==> config.mk <==
export PLATFORM = sky130hd
export DESIGN_NAME = dhkt_ctrl
export DESIGN_NICKNAME = d
export VERILOG_FILES = /design/src/design/dhkt_pkg.sv /design/src/design/dhkt_ctrl.sv
export SDC_FILE = /design/constraint.sdc
export NUM_CORES = 1
export LEC_CHECK = 0
export BUFFER_PORTS_ARGS = -buffer_cell sky130_fd_sc_hd__buf_2
export CAP_MARGIN = 15
export CORE_UTILIZATION = 48
export DETAILED_ROUTE_END_ITERATION = 10
export GPL_ROUTABILITY_DRIVEN = 0
export PLACE_DENSITY = 0.87
export SYNTH_ARGS = -nofsm -noshare
export SYNTH_HDL_FRONTEND = slang
export SYNTH_SLANG_ARGS = --single-unit
==> constraint.sdc <==
create_clock -name clk -period 1.71 [get_ports clk]
set_input_delay 0.171 -clock clk [delete_from_list [all_inputs] [get_ports clk]]
set_output_delay 0.171 -clock clk [all_outputs]
set_load 0.005 [all_outputs]
==> src/design/dhkt_pkg.sv <==
// dhkt_pkg: shared types and codes for the double-hash key table
// no dependencies
package dhkt_pkg;

    localparam logic [1:0] ACT_INSERT = 2'd0;
    localparam logic [1:0] ACT_LOOKUP = 2'd1;
    localparam logic [1:0] ACT_REMOVE = 2'd2;
    localparam logic [1:0] ACT_NEXT   = 2'd3;

    localparam logic [1:0] ST_OK       = 2'd0;
    localparam logic [1:0] ST_NOTFOUND = 2'd1;
    localparam logic [1:0] ST_BADLEN   = 2'd2;
    localparam logic [1:0] ST_FULL     = 2'd3;

    localparam logic [0:0] CFG_MAX_LIVE   = 1'b0;
    localparam logic [0:0] CFG_DATA_BYTES = 1'b1;

    // commands from controller to datapath
    typedef struct packed {
        logic load;       // capture item, start modulo units
        logic clr_step;   // clearing pass: write one slot as unused
        logic rd;         // read slot at probe or scan address
        logic adv;        // move to next probe / scan address
        logic wr_ins;     // write insert at probe address
        logic wr_rem;     // tombstone at probe address
        logic fin;        // latch result
        logic [1:0] fin_status;
        logic fin_hit;    // result carries slot data or key
    } dhkt_cmd_t;

    // status from datapath to controller
    typedef struct packed {
        logic mod_done;
        logic clr_last;
        logic act_bad_len;
        logic at_limit;
        logic slot_used;
        logic slot_live;
        logic key_match;
        logic wrapped;     // next probe address equals start
        logic scan_end;    // scan address at or past table end
        logic [1:0] action;
    } dhkt_stat_t;

endpackage

==> src/design/dhkt_ctrl.sv <==
// dhkt_ctrl: sequencer for clearing pass, probe loop and result handoff
// depends on dhkt_pkg
module dhkt_ctrl (
    input  logic                 clk,
    input  logic                 rst_n,
    input  logic                 in_valid,
    output logic                 in_ready,
    output logic                 out_valid,
    input  logic                 out_ready,
    input  dhkt_pkg::dhkt_stat_t stat,
    output dhkt_pkg::dhkt_cmd_t  cmd
);
    typedef enum logic [6:0] {
        S_CLR  = 7'b0000001,
        S_IDLE = 7'b0000010,
        S_MOD  = 7'b0000100,
        S_RD   = 7'b0001000,
        S_EVAL = 7'b0010000,
        S_SCAN = 7'b0100000,
        S_OUT  = 7'b1000000
    } state_t;

    state_t state_reg, state_next;
    logic out_valid_reg, out_valid_next;

    assign in_ready  = (state_reg == S_IDLE) && !out_valid_reg;
    assign out_valid = out_valid_reg;

    always_comb
    begin
        state_next     = state_reg;
        out_valid_next = out_valid_reg && !out_ready;
        cmd            = '0;
        case (state_reg)
            S_CLR:
            begin
                cmd.clr_step = 1'b1;
                if (stat.clr_last)
                    state_next = S_IDLE;
            end
            S_IDLE:
            begin
                if (in_valid && in_ready)
                begin
                    cmd.load   = 1'b1;
                    state_next = S_MOD;
                end
            end
            S_MOD:
            begin
                if (stat.action == dhkt_pkg::ACT_NEXT)
                    state_next = S_SCAN;
                else if (stat.action == dhkt_pkg::ACT_INSERT && stat.act_bad_len)
                begin
                    cmd.fin = 1'b1;
                    cmd.fin_status = dhkt_pkg::ST_BADLEN;
                    state_next = S_OUT;
                end
                else if (stat.action == dhkt_pkg::ACT_INSERT && stat.at_limit)
                begin
                    cmd.fin = 1'b1;
                    cmd.fin_status = dhkt_pkg::ST_FULL;
                    state_next = S_OUT;
                end
                else if (stat.mod_done)
                    state_next = S_RD;
            end
            S_RD:
            begin
                cmd.rd     = 1'b1;
                state_next = S_EVAL;
            end
            S_EVAL:
            begin
                cmd.fin_status = dhkt_pkg::ST_NOTFOUND;
                state_next = S_OUT;
                case (stat.action)
                    dhkt_pkg::ACT_INSERT:
                    begin
                        if (!stat.slot_live)
                        begin
                            cmd.wr_ins = 1'b1;
                            cmd.fin_status = dhkt_pkg::ST_OK;
                            cmd.fin = 1'b1;
                        end
                        else if (stat.wrapped)
                        begin
                            cmd.fin_status = dhkt_pkg::ST_FULL;
                            cmd.fin = 1'b1;
                        end
                        else
                        begin
                            cmd.adv = 1'b1;
                            state_next = S_RD;
                        end
                    end
                    dhkt_pkg::ACT_LOOKUP, dhkt_pkg::ACT_REMOVE:
                    begin
                        if (!stat.slot_used)
                            cmd.fin = 1'b1;
                        else if (stat.slot_live && stat.key_match)
                        begin
                            cmd.fin = 1'b1;
                            cmd.fin_hit = 1'b1;
                            cmd.fin_status = dhkt_pkg::ST_OK;
                            cmd.wr_rem = (stat.action == dhkt_pkg::ACT_REMOVE);
                        end
                        else if (stat.wrapped)
                            cmd.fin = 1'b1;
                        else
                        begin
                            cmd.adv = 1'b1;
                            state_next = S_RD;
                        end
                    end
                    default:
                    begin
                        if (stat.slot_live)
                        begin
                            cmd.fin = 1'b1;
                            cmd.fin_hit = 1'b1;
                            cmd.fin_status = dhkt_pkg::ST_OK;
                        end
                        else
                        begin
                            cmd.adv = 1'b1;
                            state_next = S_SCAN;
                        end
                    end
                endcase
            end
            S_SCAN:
            begin
                // scan stops at the table end with nothing found
                if (stat.scan_end)
                begin
                    cmd.fin = 1'b1;
                    cmd.fin_status = dhkt_pkg::ST_NOTFOUND;
                    state_next = S_OUT;
                end
                else
                    state_next = S_RD;
            end
            S_OUT:
            begin
                out_valid_next = 1'b1;
                state_next = S_IDLE;
            end
            default:
                state_next = S_IDLE;
        endcase
    end

    always_ff @(posedge clk or negedge rst_n)
    begin
        if (!rst_n)
        begin
            state_reg     <= S_CLR;
            out_valid_reg <= 1'b0;
        end
        else
        begin
            state_reg     <= state_next;
            out_valid_reg <= out_valid_next;
        end
    end
endmodule

==> metrics.txt, run 1 <==
status finished, violations left; violated checks setup timing; Setup crit start kind flip-flop; violation count after the first detailed-routing iteration 52; standard-cell row count 13; post-synthesis sequential area ratio 27.0%; post-route minimum period 1.80 ns; relative contribution of sequential cells to total power 24.7%; slew at the pin with the worst max-slew slack 0.392 ns; Inserted Diodes 0; worst min path class in -> reg; switching share of total power 40.5%; Pleak 0.526 nW; die boundary height 41.4 microns; clock latency at the later pin of the worst-skew pair 0.26 ns; number of slew-limit violations in the final report 0; CP max stage cell sky130_fd_sc_hd__dfrtp_2; maximum fanout encountered on the critical timing path 6; worst slew margin relative to its limit 73.8%; width of the chip 41.4 microns; placed inst area 941 sq um; hold violation total from the final report 0; First-pass DRT Iterations 4; core area 0.00137 sq mm; effective utilization at floorplan 54.6%; YS warnings 0; global router's overall resource usage 26.0%; Achievable Freq 556 MHz; Cells after Synth 89; combinational group share of total power 63.5%; HPWL after detailed placement 1490 microns; Max IR drop VDD 0.000864 V; Mapped Avg Cell Area 8.38 sq um; share of the core filled with cells in the final layout 81.2%; number of max-capacitance violations reported 0; critical-path cell list nor4b_4 -> buf_4 -> buf_6 -> a32oi_2 -> o32ai_2 -> buf_2; cell area after synthesis 746 sq um; share of flip-flops with an asynchronous set or reset after synthesis 100%; number of buffers inserted by port buffering 26; number of synthesized flops with an enable pin 0; data required time at the worst endpoint 1.54 ns; count of endpoints failing setup in the final report 4; switching pwr 0.531 mW; boundary pin count 27; area of the multi-input gates 549 sq um; commonest cells after routing, fill and taps aside sky130_fd_sc_hd__buf_2, sky130_fd_sc_hd__buf_4, sky130_fd_sc_hd__nor2_1, sky130_fd_sc_hd__inv_1, sky130_fd_sc_hd__nand2_1; Final Routed Wirelength 2280 microns; portion of total power attributed to the clock network 11.8%; Top FF cell, synth sky130_fd_sc_hd__dfrtp_1; nets@finish 154; crit path kind reg -> out; final worst-path cycle share 105%; fraction of final layout cells sized beyond drive strength 1 48.9%; share of Yosys cell area claimed by the top area cell type 23.5%; worst setup skew after layout 0.0174 ns; Internal 0.782 mW; flip-flop count of the largest register after layout 7; Arr. time, crit path 1.63 ns; Seq cells post-synth 8; Routed Antenna Nets 0; Die Outline Area 0.00172 sq mm; crit path buf inv count 3; largest net degree at the start of global routing 10; CTS tree yes; Netlist cell types 35; leading cell type in the layout, fill and taps excluded sky130_fd_sc_hd__buf_2; via count of the first global-routing pass 818; power per unit of standard cell area 1180 mW/mm^2; cell class contributing the biggest share of worst-path delay flip-flops; wire length of the first global-routing pass 3480 microns; maximum level of the CTS H-tree 1; setup slack, reg-to-reg 0.09 ns; FF+latch area 206 sq um; Critical Path Max Stage Delay 0.46 ns; final non-filler cell area 0.00111 sq mm; biggest area consumer among synthesized cells sky130_fd_sc_hd__dfrtp_1; P&R area growth vs syn 48.8%; Final WS setup -0.0896 ns; number of antenna violations at the first check in global routing 0; unrepaired setup endpoints after global routing yes; routed via count divided by cell count 6.17; residual overflow from global routing 0; routed length per placed instance 15.2 microns; cell types occupying the most area after synthesis sky130_fd_sc_hd__dfrtp_1, sky130_fd_sc_hd__nor2_1, sky130_fd_sc_hd__ha_1, sky130_fd_sc_hd__o21ai_0, sky130_fd_sc_hd__nand2_1; total DRC errors in the routed layout 0; cts bufs inserted 3; number of fill cells in the layout 85; clock-pin slew on the worst setup and hold paths 0.06 ns; via count 925; maximum buffer depth of the clock tree 2; Synth Net Count 107; endpoint kind of the worst setup timing path primary output; clock net sink count 8; CTS root buf sky130_fd_sc_hd__clkbuf_4
==> metal layers <==
| layer | global-route usage [%] | routed length, microns |
|---|---|---|
| met4 | 1.94 | 39 |
| met3 | 7.83 | 206 |
| met1 | 32.0 | 878 |
| met5 | 0 | 0 |
| met2 | 46.3 | 1150 |
==> logic make-up (layout without fill, tap and decap cells) <==
logic type | after synthesis | after routing | share of synthesized area (%)
xor gates and xnor gates | 1 | 1 | 1.17
adders and majority gates | 3 | 3 | 5.03
buffers and inverters | 10 | 56 | 6.38
AOI/OAI and AO/OA | 23 | 23 | 20.3
and+or+nand+nor | 44 | 44 | 40.1
DFF | 8 | 8 | 27.0
==> cell type report <==
| type | count | share of cell area, % |
|---|---|---|
| flip-flops and latches | 8 | 18.6 |
| well taps | 15 | 1.69 |
| inverters | 7 | 2.37 |
| multi-input cells | 71 | 49.5 |
| repair buffers | 45 | 25.5 |
| clock buffers | 4 | 2.37 |
==> power by group through the flow <==
| stage | clock [mW] | sequential [mW] | combinational (mW) |
|---|---|---|---|
| after floorplan | 0 | 0.257 | 0.417 |
| after global placement | 0 | 0.309 | 0.578 |
| after detailed placement | 0 | 0.312 | 0.594 |
| after CTS | 0.158 | 0.305 | 0.704 |
| after global routing | 0.172 | 0.331 | 0.900 |
| final | 0.155 | 0.324 | 0.834 |
==> synth_stat cells, types with 3 or more instances <==
cell type,instances
sky130_fd_sc_hd__inv_1,7
sky130_fd_sc_hd__ha_1,3
sky130_fd_sc_hd__a21oi_1,3
sky130_fd_sc_hd__nand2_1,8
sky130_fd_sc_hd__nor2_1,11
sky130_fd_sc_hd__o21ai_0,7
sky130_fd_sc_hd__a31oi_1,3
sky130_fd_sc_hd__dfrtp_1,7
sky130_fd_sc_hd__nand4b_1,3
==> path summary, 6_finish.rpt <==
path	from	to	cells after the start
setup / recovery	state_reg[2]$_DFFE_PN0P_	cmd[3]	6
min in group asynchronous	rst_n	state_reg[4]$_DFFE_PN0P_	2
setup reg to reg	state_reg[3]$_DFFE_PN0P_	state_reg[3]$_DFFE_PN0P_	6
max in group asynchronous	rst_n	state_reg[0]$_DFFE_PN1P_	2
hold reg to reg	state_reg[0]$_DFFE_PN1P_	state_reg[0]$_DFFE_PN1P_	2
hold / removal	stat[9]	state_reg[0]$_DFFE_PN1P_	2
==> stage by stage <==
stage	setup slack (ns)	instances	TNS, ns	power, mW	hold slack [ns]
after floorplan	0.258	89	0	0.675	-0.125
after global placement	0.197	136	0	0.887	0.0190
after detailed placement	0.168	136	0	0.906	0.0211
after CTS	0.00831	146	0	1.17	0.0593
after global routing	-0.154	150	-0.871	1.40	0.0824
final	-0.0896	150	-0.126	1.31	0.102
==> repair_timing <==
item                                    CTS  global route
setup buffers                             5             4
resized for setup                         7            10
hold buffers                              1             0
hold endpoints to repair                  8             0
endpoints found under the setup margin    7            10
pin swaps                                 3             7
(Power assumes the default switching activity.)
==> inputs of run 2 (changes only) <==
--- a/config.mk
+++ b/config.mk
@@ -10,6 +10,7 @@
 export CORE_UTILIZATION = 48
 export DETAILED_ROUTE_END_ITERATION = 10
 export GPL_ROUTABILITY_DRIVEN = 0
+export MAX_ROUTING_LAYER = met4
 export PLACE_DENSITY = 0.87
 export SYNTH_ARGS = -nofsm -noshare
 export SYNTH_HDL_FRONTEND = slang
==> metrics.txt, run 2 (same netlist as run 1, synthesis figures left out) <==
status finished, violations left; violated checks setup timing; maximum fanout encountered on the critical timing path 6; clock-pin slew on the worst setup and hold paths 0.06 ns; Routed Antenna Nets 0; worst min path class in -> reg; unrepaired setup endpoints after global routing yes; worst setup skew after layout 0.0175 ns; Setup crit start kind flip-flop; number of max-capacitance violations reported 0; residual overflow from global routing 0; commonest cells after routing, fill and taps aside sky130_fd_sc_hd__buf_2, sky130_fd_sc_hd__buf_4, sky130_fd_sc_hd__nor2_1, sky130_fd_sc_hd__inv_1, sky130_fd_sc_hd__nand2_1; maximum level of the CTS H-tree 1; switching pwr 0.532 mW; routed via count divided by cell count 6.21; via count of the first global-routing pass 819; power per unit of standard cell area 1180 mW/mm^2; Die Outline Area 0.00172 sq mm; effective utilization at floorplan 54.6%; Achievable Freq 556 MHz; switching share of total power 40.5%; First-pass DRT Iterations 4; Worst Hold Margin 0.103 ns; final worst-path cycle share 105%; violation count after the first detailed-routing iteration 49; standard-cell row count 13; die boundary height 41.4 microns; Max IR drop VDD 0.000862 V; boundary pin count 27; data required time at the worst endpoint 1.54 ns; FF+latch area 206 sq um; slew at the pin with the worst max-slew slack 0.392 ns; total DRC errors in the routed layout 0; flip-flop count of the largest register after layout 7; Final Routed Wirelength 2300 microns; count of endpoints failing setup in the final report 4; endpoint kind of the worst setup timing path primary output; Inserted Diodes 0; CTS root buf sky130_fd_sc_hd__clkbuf_4; hold violation total from the final report 0; largest net degree at the start of global routing 10; P&R area growth vs syn 48.8%; Final WS setup -0.0896 ns; fraction of final layout cells sized beyond drive strength 1 48.9%; area of the multi-input gates 549 sq um; number of slew-limit violations in the final report 0; clock net sink count 8; nets@finish 154; combinational group share of total power 63.6%; leading cell type in the layout, fill and taps excluded sky130_fd_sc_hd__buf_2; length of routed met3 wiring 185 microns; share of the core filled with cells in the final layout 81.2%; via count 932; wire length the detailed router placed on met1 911 microns; Internal 0.782 mW; relative contribution of sequential cells to total power 24.6%; cts bufs inserted 3; minimum setup slack after placement 0.168 ns; CTS tree yes; global router's overall resource usage 26.7%; number of buffers inserted by port buffering 26; number of fill cells in the layout 85; wire length of the first global-routing pass 3470 microns; maximum buffer depth of the clock tree 2; routed length per placed instance 15.3 microns; Arr. time, crit path 1.63 ns; crit path kind reg -> out; portion of total power attributed to the clock network 11.8%; clock latency at the later pin of the worst-skew pair 0.26 ns; detailed route wirelength on metal2 1150 microns; Pleak 0.526 nW; top metal layer carrying routed signals met4; post-route minimum period 1.80 ns; width of the chip 41.4 microns; overall power of the completed layout 1.31 mW; number of antenna violations at the first check in global routing 0; HPWL after detailed placement 1490 microns; core area 0.00137 sq mm; worst slew margin relative to its limit 73.8%
-- run 2: cell counts in the layout (fill, tap and decap cells not counted) --
Identical to the previous run, type by type.
-- run 2: repair_timing --
| action | CTS | global route |
|---|---|---|
| endpoints found under the setup margin | 7 | 10 |
| hold endpoints to repair | 8 | 0 |
| gates resized for setup | 7 | 10 |
| pin swaps | 3 | 7 |
| hold buffers | 1 | 0 |
| setup buffers | 5 | 4 |
-- run 2: stage by stage --
stage	setup TNS (ns)	cell area, sq um	cells
final	-0.130	1110	150
after global routing	-0.871	1110	150
after CTS	0	1040	146
after detailed placement	0	941	136
after global placement	0	941	136
after floorplan	0	746	89
-- run 2: per-layer routing --
metal / GRT usage [%] / vias up
met3: 7.83 / 12
met5: - / -
met1: 32.0 / 431
li1: - / 427
met4: 1.94 / 0
met2: 46.3 / 62
-- run 2: final timing paths --
check | slack, ns | cells after the start | startpoint | to
setup / recovery | -0.09 | 6 | state_reg[2]$_DFFE_PN0P_ | cmd[3]
hold / removal | 0.10 | 2 | stat[9] | state_reg[0]$_DFFE_PN1P_
setup reg to reg | 0.08 | 6 | state_reg[3]$_DFFE_PN0P_ | state_reg[3]$_DFFE_PN0P_
hold reg to reg | 0.63 | 2 | state_reg[0]$_DFFE_PN1P_ | state_reg[0]$_DFFE_PN1P_
max in group asynchronous | 1.19 | 2 | rst_n | state_reg[0]$_DFFE_PN1P_
min in group asynchronous | 0.27 | 2 | rst_n | state_reg[4]$_DFFE_PN0P_
-- run 2: critical path, cell delays in order (launching register included) --
cell and delay (ns):
sky130_fd_sc_hd__dfrtp_2 0.46, sky130_fd_sc_hd__nor4b_4 0.16, sky130_fd_sc_hd__buf_4 0.14, sky130_fd_sc_hd__buf_6 0.11, sky130_fd_sc_hd__a32oi_2 0.23, sky130_fd_sc_hd__o32ai_2 0.12
sky130_fd_sc_hd__buf_2 0.14
-- run 2: power by group through the flow --
stage / combinational (mW) / clock, mW / sequential (mW)
detailed placement: 0.594 / 0 / 0.312
CTS: 0.704 / 0.158 / 0.305
floorplan: 0.417 / 0 / 0.257
finish: 0.835 / 0.155 / 0.324
global route: 0.900 / 0.172 / 0.331
global placement: 0.578 / 0 / 0.309
-- run 2: area by class of cell --
| type | instances | area share [%] |
|---|---|---|
| Timing Repair Buffer | 45 | 25.5 |
| Sequential cell | 8 | 18.6 |
| Clock buffer | 4 | 2.37 |
| Tap cell | 15 | 1.69 |
| Inverter | 7 | 2.37 |
| Multi-Input combinational cell | 71 | 49.5 |
